==> src/psn_pkg.sv <==
// package for the photometric stereo normal block
// shared types, constants and register indexes; no dependencies
`default_nettype none
package psn_pkg;
    localparam int MAX_LANES = 8;
    localparam int DEF_NUM_LIGHTS = 4;
    localparam int NUM_REGS = 6;
    localparam int CFG_IDX_W = 3;
    localparam int CFG_DATA_W = 64;
    localparam int ONE_Q14 = 16384;
    // vector component: 8 lanes of 16x8 signed products plus growth
    localparam int V_W = 28;
    // sum of squares of three components
    localparam int S_W = 56;
    localparam int L_W = 28;
    localparam int QUEUE_DEPTH = 4;

    typedef enum logic [CFG_IDX_W-1:0] {
        REG_X_LOW  = 3'd0,
        REG_X_HIGH = 3'd1,
        REG_Y_LOW  = 3'd2,
        REG_Y_HIGH = 3'd3,
        REG_Z_LOW  = 3'd4,
        REG_Z_HIGH = 3'd5
    } t_reg_idx;

    typedef struct packed {
        logic [7:0] intensity_7;
        logic [7:0] intensity_6;
        logic [7:0] intensity_5;
        logic [7:0] intensity_4;
        logic [7:0] intensity_3;
        logic [7:0] intensity_2;
        logic [7:0] intensity_1;
        logic [7:0] intensity_0;
    } t_in_item;

    typedef struct packed {
        logic signed [15:0] normal_x;
        logic signed [15:0] normal_y;
        logic signed [15:0] normal_z;
        logic [15:0]        albedo;
        logic signed [15:0] grad_p;
        logic signed [15:0] grad_q;
    } t_out_item;

    // request between front and back: the light vector
    typedef struct packed {
        logic signed [V_W-1:0] vx;
        logic signed [V_W-1:0] vy;
        logic signed [V_W-1:0] vz;
    } t_vec;
endpackage
`default_nettype wire

==> src/psn_front.sv <==
// front end: coefficient registers and the 3 x N matrix-vector product
// depends on psn_pkg
`default_nettype none
module psn_front
    import psn_pkg::*;
#(
    parameter int NUM_LIGHTS = DEF_NUM_LIGHTS
) (
    input  wire logic                  i_clk,
    input  wire logic                  i_rst_n,
    input  wire logic                  i_cfg_we,
    input  wire logic [CFG_IDX_W-1:0]  i_cfg_idx,
    input  wire logic [CFG_DATA_W-1:0] i_cfg_data,
    input  wire logic                  i_valid,
    input  wire t_in_item              i_item,
    output logic                       o_valid,
    output t_vec                       o_vec
);
    logic [CFG_DATA_W-1:0] r_coef [NUM_REGS];
    logic [7:0]  w_lane [MAX_LANES];
    logic signed [V_W-1:0] r_prod [3][MAX_LANES];
    logic r_v1, r_v2;
    t_vec r_vec;

    assign w_lane[0] = i_item.intensity_0;
    assign w_lane[1] = i_item.intensity_1;
    assign w_lane[2] = i_item.intensity_2;
    assign w_lane[3] = i_item.intensity_3;
    assign w_lane[4] = i_item.intensity_4;
    assign w_lane[5] = i_item.intensity_5;
    assign w_lane[6] = i_item.intensity_6;
    assign w_lane[7] = i_item.intensity_7;

    // register writes; out of range indexes are dropped
    always_ff @(posedge i_clk) begin
        if (!i_rst_n) begin
            for (int k = 0; k < NUM_REGS; k++) r_coef[k] <= '0;
        end else if (i_cfg_we && (i_cfg_idx < CFG_IDX_W'(NUM_REGS))) begin
            r_coef[i_cfg_idx] <= i_cfg_data;
        end
    end

    // stage one: one product per row and lane, unused lanes zero
    always_ff @(posedge i_clk) begin
        for (int r = 0; r < 3; r++) begin
            for (int l = 0; l < MAX_LANES; l++) begin
                if (l < NUM_LIGHTS) begin
                    r_prod[r][l] <= V_W'($signed(r_coef[r*2 + l/4][16*(l%4) +: 16])
                                    * $signed({1'b0, w_lane[l]}));
                end else begin
                    r_prod[r][l] <= '0;
                end
            end
        end
    end

    // stage two: lane sums
    always_ff @(posedge i_clk) begin
        logic signed [V_W-1:0] a [3];
        for (int r = 0; r < 3; r++) begin
            a[r] = '0;
            for (int l = 0; l < MAX_LANES; l++) a[r] = a[r] + r_prod[r][l];
        end
        r_vec.vx <= a[0];
        r_vec.vy <= a[1];
        r_vec.vz <= a[2];
    end

    always_ff @(posedge i_clk) begin
        if (!i_rst_n) begin
            r_v1 <= 1'b0;
            r_v2 <= 1'b0;
        end else begin
            r_v1 <= i_valid;
            r_v2 <= r_v1;
        end
    end

    assign o_valid = r_v2;
    assign o_vec   = r_vec;
endmodule
`default_nettype wire

==> config.mk <==
export PLATFORM = sky130hd
export DESIGN_NAME = psn_front
export DESIGN_NICKNAME = d
export VERILOG_FILES = /design/src/psn_pkg.sv /design/src/psn_front.sv
export SDC_FILE = /design/constraint.sdc
export NUM_CORES = 2
export LEC_CHECK = 0
export BUFFER_PORTS_ARGS = -buffer_cell sky130_fd_sc_hd__buf_2
export CORE_MARGIN = 2
export CORE_UTILIZATION = 60
export CTS_CLUSTER_DIAMETER = 40
export DETAILED_ROUTE_END_ITERATION = 8
export GPL_ROUTABILITY_DRIVEN = 0
export MAX_ROUTING_LAYER = met4
export PLACE_DENSITY = 0.77
export SETUP_SLACK_MARGIN = 0.3
export SLEW_MARGIN = 20
export SYNTH_ARGS = -nofsm -noshare
export SYNTH_HDL_FRONTEND = slang
export SYNTH_SLANG_ARGS = --single-unit
export TNS_END_PERCENT = 1
==> constraint.sdc <==
create_clock -name i_clk -period 15.1 [get_ports i_clk]
set_input_delay 3.02 -clock i_clk [delete_from_list [all_inputs] [get_ports i_clk]]
set_output_delay 3.02 -clock i_clk [all_outputs]
set_load 0.005 [all_outputs]
==> flow_summary.ini <==
[drt]
drc = 0
viasPerCell = 5.505
drtIter0Drc = 4043
num_vias = 54300
drtAntennaViolNets = 0
drt_wl_total_um = 190000
firstDrtPassIters = 6
wl_per_cell_um = 19.26

[hold_path]
hp-class = reg -> reg

[clock_tree]
ctsHoldBuffers = 0
cts_setup_buffers = 0
cts_tree = done
clock_sinks = 578
cts_buffers = 108
insertion_delay_ns = 0.75
cts_max_path_buffers = 3
post_cts_resized = 0
clk_pin_slew_ns = 0.06
cts_root_buf = clkbuf_16
h-tree-depth = 3

[critical_path]
r2r_slack_ns = 9.59
path_class = in -> reg
startpoint = i_item[1]
slowest_delay_ns = 0.76
arrival_ns = 8.67
crit_buf_inv = 4
r2r_start = r_coef[0][7]$_SDFFCE_PN0P_
r2r_cells = 18
reg2reg_to = r_prod[0][110]$_DFF_P_
path_depth = 19
crit_chain = buf_2, nand2_1, fa_1, inv_1, fa_1, fa_1, inv_1, fa_1, inv_1, ha_1, a2111oi_2, o21ai_1, a31oi_1, a21oi_1, a21bo_1, a21oi_1, o21ai_1, a21oi_1, xnor2_1
endpoint = r_prod[0][110]$_DFF_P_
crit_family = adder cells
crit_top_cell = fa_1
endpoint_kind = flop
cp.required_ns = 15.72
crit_slowest_cell = buf_2
path_max_fanout = 48
critPathLaunchType = primary input

[synth]
ys_seq_area_share_pct = 17.74
async_reset_ff_share_pct = 0
synth_seq_cells = 578
synthTopCellsByArea = fa_1, ha_1, dfxtp_1
synth_area_sq_um = 76040
synth_top_area_share_pct = 36.25
synth_edf_count = 192
synth_cell_types = 75
postSynthAreaPerCell_sq_um = 9.499
syn_nets = 10200
yosys.area.top_type = fa_1
synthFlopType = dfxtp_1
synth_cells = 8005
yosysWarnings = 0

[timing]
fin_skew_ns = 0.03146
slew_viol_final = 0
hold_viol = 0
finalCritPeriodShare_pct = 53.32
min_period_ns = 8.051
slew_headroom_pct = 27.94
max_freq_mhz = 124.2
worst_pin_slew_ns = 1.081
setup_viol = 0
setup_tns_ns = 0
rsz0062_at_grt = false

[placed_design]
hpwl_um = 149700
port_buffers = 187

[grt]
busiest_layer = met2
antenna_found_initial = 9
first_global_vias = 58120
grt_max_degree = 66
grt_pass1_wl_um = 308600
grt_overflow = 0
met3_usage_pct = 7.725
grt.total_usage_pct = 31.42
grtUsageMet1_pct = 38.96
grtUsageMet2_pct = 48.93

[die]
initial_core_util_pct = 60.48
die-width_um = 360.0
rows = 130
die_area_sq_um = 129600
dieHeight_um = 360.0
num_io_pins = 220
core_area_sq_um = 125700

[job]
drv_cap = 0

[status]
run_status = complete, no violations

[layout]
drive_above_1_share_pct = 5.373
final_net_count = 10310
syn2layout_area_growth_pct = 8.229
[worst min-delay path by stage]
stage	slack [ns]	from	cells past startpoint	end
floorplan	0.41	r_v1$_SDFF_PN0_	1	o_valid$_SDFF_PN0_
global route	0.48	r_v1$_SDFF_PN0_	1	o_valid$_SDFF_PN0_
detailed placement	0.43	r_v1$_SDFF_PN0_	1	o_valid$_SDFF_PN0_
finish	0.44	r_v1$_SDFF_PN0_	1	o_valid$_SDFF_PN0_
CTS	0.44	r_v1$_SDFF_PN0_	1	o_valid$_SDFF_PN0_
global placement	0.42	r_v1$_SDFF_PN0_	1	o_valid$_SDFF_PN0_
[per-layer routing]
metal / routed length [um] / up-vias
met4: 10050 / 0
li1: - / 24390
met5: 0 / -
met3: 17510 / 462
met1: 74120 / 27300
met2: 88300 / 2149
[logic make-up after synthesis]
kind of cell,synth area share [%]
AO/OA/AOI/OAI,6.215
XOR/XNOR,3.985
adder cells (fa/ha/maj),47.46
buffers and inverters,10.04
flip-flops,17.74
multiplexers,0.01316
AND/OR/NAND/NOR,14.54
[stage by stage]
| step | utilization, % | instances | cell area, sq um | hold slack (ns) | setup slack, ns |
|---|---|---|---|---|---|
| after floorplan | - | 8005 | 76040 | 0.4118 | 6.402 |
| after global placement | 62.43 | 9652 | 78490 | 0.4171 | 6.563 |
| after detailed placement | 62.43 | 9652 | 78490 | 0.4280 | 6.448 |
| after CTS | 65.43 | 9857 | 82270 | 0.4427 | 7.128 |
| after global routing | 65.45 | 9861 | 82290 | 0.4761 | 6.821 |
| final | 65.45 | 9863 | 82300 | 0.4380 | 7.049 |
[final cells by class]
type,instances,area [sq um]
clock inverter,84,944.7
antenna,5,12.51
multi-input combinational,5393,54980
tap,1650,2064
sequential,578,13490
fill,9811,43440
clock buffer,121,2834
inverter,1817,6820
timing repair buffer,215,1154
[cell usage after synthesis, drive strengths merged, types with 6 or more instances]
library cell,instances
o31a,7
xor2,100
or3,7
a221oi,8
and3,12
fa,1377
ha,681
nand3,41
clkbuf,206
a21oi,259
inv,1817
a41o,7
a211oi,18
or2,8
o22ai,6
o211ai,13
a2111oi,7
nor2b,43
edfxtp,192
o21bai,42
buf,11
xnor2,246
a21o,121
nor2,326
and4,8
o21a,38
a31oi,20
a311oi,7
a211o,10
o21ai,138
nand4,21
nand2b,34
nor3,24
nand2,865
and2,843
dfxtp,386
[layout by cell type (no fill, tap or decap), types with 20 or more instances in the layout]
master	netlist	routed
a21o_1	121	121
a21oi_1	257	256
a31oi_1	20	20
and2_1	843	843
buf_2	0	187
buf_4	0	27
clkbuf_16	0	110
dfxtp_1	386	386
edfxtp_1	192	192
fa_1	1377	1377
ha_1	681	681
inv_1	1817	1817
inv_8	0	23
nand2_1	865	864
nand2b_1	33	33
nand3_1	41	41
nand4_1	21	21
nor2_1	326	326
nor2b_1	43	43
nor3_1	24	24
o21a_1	38	38
o21ai_0	102	100
o21ai_1	36	36
o21bai_1	42	41
xnor2_1	246	246
xor2_1	100	100
[flip-flops by register name (all words and copies together) (netlist names)]
| name | flops |
|---|---|
| r_prod | 300 |
| r_coef | 192 |
| o_vec | 84 |
| o_valid | 1 |
| r_v1 | 1 |
Power is left out: the tool's default activity adds up to more than one toggle a clock period on the data nets, which glitch-free logic cannot reach.
