### src/psn_pkg.sv
// package for the photometric stereo normal block
// shared types, constants and register indexes; no dependencies
`default_nettype none
package psn_pkg;
    localparam int MAX_LANES = 8;
    localparam int DEF_NUM_LIGHTS = 4;
    localparam int NUM_REGS = 6;
    localparam int CFG_IDX_W = 3;
    localparam int CFG_DATA_W = 64;
    localparam int ONE_Q14 = 16384;
    // vector component: 8 lanes of 16x8 signed products plus growth
    localparam int V_W = 28;
    // sum of squares of three components
    localparam int S_W = 56;
    localparam int L_W = 28;
    localparam int QUEUE_DEPTH = 4;

    typedef enum logic [CFG_IDX_W-1:0] {
        REG_X_LOW  = 3'd0,
        REG_X_HIGH = 3'd1,
        REG_Y_LOW  = 3'd2,
        REG_Y_HIGH = 3'd3,
        REG_Z_LOW  = 3'd4,
        REG_Z_HIGH = 3'd5
    } t_reg_idx;

    typedef struct packed {
        logic [7:0] intensity_7;
        logic [7:0] intensity_6;
        logic [7:0] intensity_5;
        logic [7:0] intensity_4;
        logic [7:0] intensity_3;
        logic [7:0] intensity_2;
        logic [7:0] intensity_1;
        logic [7:0] intensity_0;
    } t_in_item;

    typedef struct packed {
        logic signed [15:0] normal_x;
        logic signed [15:0] normal_y;
        logic signed [15:0] normal_z;
        logic [15:0]        albedo;
        logic signed [15:0] grad_p;
        logic signed [15:0] grad_q;
    } t_out_item;

    // request between front and back: the light vector
    typedef struct packed {
        logic signed [V_W-1:0] vx;
        logic signed [V_W-1:0] vy;
        logic signed [V_W-1:0] vz;
    } t_vec;
endpackage
`default_nettype wire

### src/psn_queue.sv
// short request queue between front and back
// depends on psn_pkg
`default_nettype none
module psn_queue
    import psn_pkg::*;
(
    input  wire logic i_clk,
    input  wire logic i_rst_n,
    input  wire logic i_push,
    input  wire t_vec i_data,
    input  wire logic i_pop,
    output logic      o_valid,
    output t_vec      o_data
);
    localparam int AW = $clog2(QUEUE_DEPTH);
    t_vec r_mem [QUEUE_DEPTH];
    logic [AW-1:0] r_wp, r_rp;
    logic [AW:0]   r_cnt;

    always_ff @(posedge i_clk) begin
        if (i_push) r_mem[r_wp] <= i_data;
    end

    // pointers and fill count
    always_ff @(posedge i_clk) begin
        if (!i_rst_n) begin
            r_wp  <= '0;
            r_rp  <= '0;
            r_cnt <= '0;
        end else begin
            if (i_push) r_wp <= r_wp + 1'b1;
            if (i_pop && o_valid) r_rp <= r_rp + 1'b1;
            r_cnt <= r_cnt + (AW+1)'(i_push) - (AW+1)'(i_pop && o_valid);
        end
    end

    assign o_valid = (r_cnt != '0);
    assign o_data  = r_mem[r_rp];
endmodule
`default_nettype wire

### config.mk
export PLATFORM = sky130hd
export DESIGN_NAME = psn_queue
export DESIGN_NICKNAME = d
export VERILOG_FILES = /design/src/psn_pkg.sv /design/src/psn_queue.sv
export SDC_FILE = /design/constraint.sdc
export NUM_CORES = 1
export LEC_CHECK = 0
export ABC_AREA = 1
export ABC_CLOCK_PERIOD_IN_PS = 3350
export BUFFER_PORTS_ARGS = -buffer_cell sky130_fd_sc_hd__buf_2
export CORE_MARGIN = 1
export CORE_UTILIZATION = 40
export DETAILED_ROUTE_END_ITERATION = 10
export HOLD_SLACK_MARGIN = 0.1
export PLACE_DENSITY_LB_ADDON = 0.1
export SLEW_MARGIN = 15
export SYNTH_ARGS = -nofsm -noshare
export SYNTH_HDL_FRONTEND = slang
export SYNTH_SLANG_ARGS = --single-unit
### constraint.sdc
create_clock -name i_clk -period 3.35 [get_ports i_clk]
set_input_delay 0.67 -clock i_clk [delete_from_list [all_inputs] [get_ports i_clk]]
set_output_delay 0.67 -clock i_clk [all_outputs]
set_load 0.02 [all_outputs]
==> flow_metrics.py, run 1 <==
metrics = {
    "outcome": {
        "status": "complete, no violations",
    },
    "power_and_ir_drop": {
        "ir_drop_mv": 0.4299,
        "power_density_nw_per_um2": 738.5,
        "cellLeakagePower_nw": 5.527,
    },
    "yosys": {
        "synth_cell_types": 22,
        "synth_ff_type": "edfxtp_1",
        "yosys_warnings": 0,
        "ys_ff_latch": 345,
        "netlist.area_leader.share": 0.7456,
        "avgSynthCellArea_um2": 15.52,
        "netlist_instances": 872,
        "yosys.area.top_type": "edfxtp_1",
        "synth.yosys.seq_area_share": 0.7589,
        "synth_enable_flop_cells": 336,
        "synth_fp_nets": 967,
        "synthesis.area_um2": 13530,
        "async_flop_share": 0,
        "synthTopCellsByArea": "edfxtp_1 75%, o21ai_0 5.0%, o22ai_2 3.7%, nor2_1 3.7%, nor2_4 3.3%",
    },
    "timing": {
        "slew_headroom": 0.5073,
        "max_freq_ghz": 0.3475,
        "period_minus_slack_ps": 2878,
        "slew_violations": 0,
        "hold_viol_final": 0,
        "report.final.setup_viol": 0,
        "rsz0062_at_grt": "no",
        "setup_tns_ps": 0,
        "worstMarginPinSlew_ps": 739.0,
        "fin_worst_skew_ps": 11.30,
        "period_share": 0.8590,
    },
    "floorplanning": {
        "die_y_um": 185.9,
        "num_rows": 66,
        "io_pins": 173,
        "start_util": 0.4107,
        "die-area_um2": 34570,
        "coreArea_um2": 32950,
        "die_x_um": 185.9,
    },
    "hold_path": {
        "whs_endpoint": "r_mem[1][61]",
        "hold_depth": 1,
        "min-delay-start": "i_data[61]",
        "min_path_type": "in -> reg",
    },
    "grt": {
        "grt_overflow": 0,
        "grt_pass1_wl_um": 43590,
        "gr-usage-all-layers": 0.1691,
        "grt_max_degree": 169,
        "grt_antenna_before_repair": 5,
        "grt_pass1_vias": 7514,
    },
    "cts": {
        "clkSinkCount": 345,
        "holdBufCountCts": 0,
        "ctsResizeCount": 0,
        "cts_buffers": 38,
        "clock_latency_ps": 500,
        "cts_setup_buffers": 0,
        "clockBufferDepth": 3,
        "cts_tree": "done",
        "cts_root_buffer": "clkbuf_16",
        "clkSlewWorstSetupHoldPaths_ps": 60,
        "h-tree-depth": 2,
    },
    "layout": {
        "final_common_cell": "edfxtp_1",
        "layout_common_cells": "336 x edfxtp_1, 172 x buf_2, 134 x o21ai_0",
        "syn_to_final_growth_pct": 18.76,
        "fin_nets": 1145,
        "fin_area_um2": 16070,
        "num-fill-cells": 2894,
        "drive_above_1_share": 0.3250,
    },
    "worst_setup_path": {
        "cp_data_required_time_ps": 2680,
        "criticalPathCategory": "reg -> out",
        "r2r_start": "r_wp[0]",
        "start_kind": "register",
        "reg2reg_setup_slack_ps": 1470,
        "r2r_end": "r_mem[0][68]",
        "critPathArrivalTime_ps": 2210,
        "r2r_cells": 5,
        "crit_fanout": 168,
        "end_kind": "primary output",
    },
    "routing": {
        "wl_per_cell_um": 18.82,
        "first_pass_iters": 5,
        "vias_per_cell": 4.967,
        "drt_iter0_drc": 437,
        "num_vias": 7560,
        "drcViolationCount": 0,
        "ant_nets": 0,
        "wirelength_um": 28650,
    },
    "placement": {
        "portBuffers": 172,
        "hpwl_um": 15820,
        "place_area_um2": 14840,
        "gp_congestion": 0.7005,
    },
    "flow_run": {
        "maxCapViolCount": 0,
    },
}
flip-flops by register name (all words and copies together), names as in the netlist, named ones only:
name   flops
r_rp       2
r_cnt      3
r_wp       2
r_mem    336
worst max-delay path, cell delays in order, from the launching register on:
cell and delay (ps):
dfxtp_4 390, buf_12 540, o21ai_0 220, o22ai_1 250
buf_2 210
metrics by stage:
stage	utilization	instances	setup slack [ps]	total power [mW]	hold slack (ps)
after floorplan	-	872	582.3	7.137	448.1
after global placement	0.4503	1452	989.1	7.967	466.2
after detailed placement	0.4503	1452	999.5	7.984	472.2
after CTS	0.4875	1519	434.5	12.07	345.9
after global routing	0.4877	1521	327.4	12.46	337.7
final	0.4878	1522	472.2	11.87	372.4
cell usage after synthesis, types with 13 or more instances:
cell type,count
buf_2,13
o21ai_1,20
nor2_4,40
inv_1,15
o21ai_0,134
o22ai_1,44
nor2_1,133
o21ai_2,16
o22ai_2,40
edfxtp_1,336
nand2_1,14
clkbuf_1,27
power breakdown:
group / total (mW) / switching [mW] / internal, mW
Combinational: 2.80 / 1.93 / 0.867
Sequential: 5.03 / 0.0709 / 4.95
Clock: 4.05 / 1.61 / 2.44
Total: 11.9 / 3.61 / 8.26
cell type report:
class                      instances  area (um2)  area share
clock buffer                      44       994.7     0.06189
tap                              442       553.0     0.03441
timing repair buffer             192        1099     0.06835
multi-input combinational        456        2826      0.1759
antenna                            3       7.507   0.0004671
inverter                          17       82.58    0.005138
sequential                       345       10280      0.6395
clock inverter                    23       231.5     0.01440
metal layers:
layer | vias up | routed length, um | track usage
li1 | 3644 | - | -
met1 | 3702 | 12580 | 0.2209
met2 | 163 | 13790 | 0.2764
met3 | 47 | 1582 | 0.04441
met4 | 4 | 672 | 0.04918
met5 | - | 23 | 0
kinds of logic after synthesis:
family,share of synthesized area
AO/OA/AOI/OAI,0.1270
buffers and inverters,0.03227
adder cells (fa/ha/maj),0.007027
AND/OR/NAND/NOR,0.07480
flip-flops,0.7589
worst max path at each step:
| stage | depth (start not counted) | startpoint | slack [ps] | end |
|---|---|---|---|---|
| floorplan | 2 | i_push | 580 | r_mem[2][0] |
| global placement | 5 | register | 990 | o_data[2] |
| detailed placement | 4 | register | 1000 | o_data[44] |
| CTS | 4 | register | 430 | o_data[44] |
| global route | 4 | register | 330 | o_data[28] |
| finish | 4 | register | 470 | o_data[65] |
Power figures use the tool's default switching activity.
==> inputs of run 2 (changes only) <==
==> constraint.sdc (replaced) <==
create_clock -name i_clk -period 3.35 [get_ports i_clk]
set_input_delay 0.335 -clock i_clk [delete_from_list [all_inputs] [get_ports i_clk]]
set_output_delay 0.335 -clock i_clk [all_outputs]
set_load 0.02 [all_outputs]
==> run 2 against run 1 <==
  * Register-to-register slack better by 20 ps
  * Non-clock buffer count up 81
  * Hold slack got worse by 240 ps
  * Power increased by 0.85%
  * Global-route usage barely moved
  * Highest routed layer is now met4
  * Count of clock-buffer cells in the layout up 7
  * Fmax increased by 14%
  * Cell count increased by 5.3%
  * Critical path depth rose by 1
  * Critical path type unchanged
  * Sequential share of layout area is 3.2 points lower
  * Largest power group unchanged
  * Design area is 5.2% higher
  * Die area unchanged
==> flow_metrics.py, run 2 (synthesis gave the netlist of run 1 again) <==
metrics = {
    "hold_path": {
        "hold_depth": 3,
        "whs_endpoint": "r_rp[0]",
        "min_path_type": "in -> reg",
        "min-delay-start": "i_pop",
    },
    "worst_setup_path": {
        "cp_data_required_time_ps": 3010,
        "end_kind": "primary output",
        "crit_fanout": 79,
        "criticalPathCategory": "reg -> out",
        "start_kind": "register",
        "reg2reg_setup_slack_ps": 1490,
        "r2r_end": "r_mem[3][83]",
        "r2r_cells": 4,
        "r2r_start": "r_wp[1]",
        "critPathArrivalTime_ps": 2200,
    },
    "floorplanning": {
        "coreArea_um2": 32950,
        "die_x_um": 185.9,
        "die-area_um2": 34570,
        "start_util": 0.4107,
        "io_pins": 173,
        "num_rows": 66,
        "die_y_um": 185.9,
    },
    "timing": {
        "fin_worst_skew_ps": 11.12,
        "layout_setup_ws_ps": 817.7,
        "hold_viol_final": 0,
        "setup_tns_ps": 0,
        "period_minus_slack_ps": 2532,
        "report.final.setup_viol": 0,
        "period_share": 0.7559,
        "slew_violations": 0,
        "rsz0062_at_grt": "no",
        "worstMarginPinSlew_ps": 746.2,
        "max_freq_ghz": 0.3949,
        "slew_headroom": 0.5025,
    },
    "routing": {
        "drt_iter0_drc": 425,
        "wl_per_cell_um": 18.22,
        "num_vias": 7891,
        "drcViolationCount": 0,
        "ant_nets": 0,
        "vias_per_cell": 4.923,
        "first_pass_iters": 4,
        "wirelength_um": 29210,
    },
    "cts": {
        "clockBufferDepth": 3,
        "clock_latency_ps": 510,
        "cts_root_buffer": "clkbuf_16",
        "cts_buffers": 38,
        "ctsResizeCount": 0,
        "clkSlewWorstSetupHoldPaths_ps": 60,
        "cts_tree": "done",
        "h-tree-depth": 2,
        "clkSinkCount": 345,
    },
    "placement": {
        "portBuffers": 172,
        "place_ws_ps": 1332,
        "gp_congestion": 0.7152,
        "hpwl_um": 15770,
        "place_area_um2": 14830,
        "dp.cells": 1448,
    },
    "power_and_ir_drop": {
        "power_mw": 11.97,
        "ir_drop_mv": 0.5064,
        "cellLeakagePower_nw": 5.891,
        "power_density_nw_per_um2": 707.7,
    },
    "grt": {
        "grt_max_degree": 169,
        "gr-usage-all-layers": 0.1695,
        "grt_overflow": 0,
        "grt_antenna_before_repair": 0,
        "grt_pass1_wl_um": 44390,
        "grt_pass1_vias": 7856,
    },
    "layout": {
        "layout_common_cells": "336 x edfxtp_1, 172 x buf_2, 134 x o21ai_0",
        "largest_reg_flops": 336,
        "regMostFlops": "r_mem",
        "final_cells": 1603,
        "drive_above_1_share": 0.2954,
        "reg_top3": "r_mem: 336 flops, r_cnt: 3 flops",
        "fin_area_um2": 16910,
        "final_common_cell": "edfxtp_1",
        "syn_to_final_growth_pct": 24.97,
        "fin_nets": 1226,
        "antenna_cells": 0,
    },
    "outcome": {
        "status": "complete, no violations",
    },
    "flow_run": {
        "maxCapViolCount": 0,
    },
}
## run 2: per-stage QoR
| step | hold slack, ps | utilization |
|---|---|---|
| 2_1_floorplan | 428.5 | - |
| 3_3_place_gp | 469.0 | 0.4502 |
| 3_5_place_dp | 478.7 | 0.4502 |
| 4_1_cts | 112.6 | 0.5133 |
| 5_1_grt | 176.4 | 0.5133 |
| 6_report | 129.7 | 0.5133 |
## run 2: power breakdown
part	internal (mW)	switching (mW)	leakage, nW	total, mW
Combinational	0.932	1.95	2.13	2.88
Clock	2.46	1.59	0.598	4.06
Sequential	4.95	0.0753	3.16	5.03
Total	8.35	3.62	5.89	12.0
## run 2: layout make-up
class	count	area [um2]
clock buffers	51	1064
clock inverters	19	165.2
fillers	2781	16040
inverters	17	82.58
multi-input cells	456	2826
flip-flops and latches	345	10280
well taps	442	553.0
repair buffers	273	1944
## run 2: how the worst max path moves through the flow
stage                     startpoint     endpoint  slack (ps)  depth (start not counted)
final                       register   o_data[75]         820                          5
after global placement      register   o_data[11]        1320                          5
after floorplan              r_wp[0]  r_mem[2][0]         700                          4
after global routing        register   o_data[13]         670                          4
after detailed placement    register   o_data[75]        1330                          5
after CTS                   register   o_data[75]         780                          5
## run 2: worst max-delay path, stage by stage, from the launching register on
cell	delay, ps
dfxtp_4	370
inv_8	410
buf_4	430
nor2_1	80
o22ai_1	180
buf_2	190
## run 2: timing repair
action	in CTS	in global routing
setup buffers	0	0
hold endpoints to repair	340	0
hold buffers	85	0
## run 2: per-layer routing
metal / global-route usage / wire length, um
met1: 0.2239 / 13020
met2: 0.2824 / 14060
met3: 0.03424 / 1528
met4: 0.04885 / 602
met5: 0 / 0
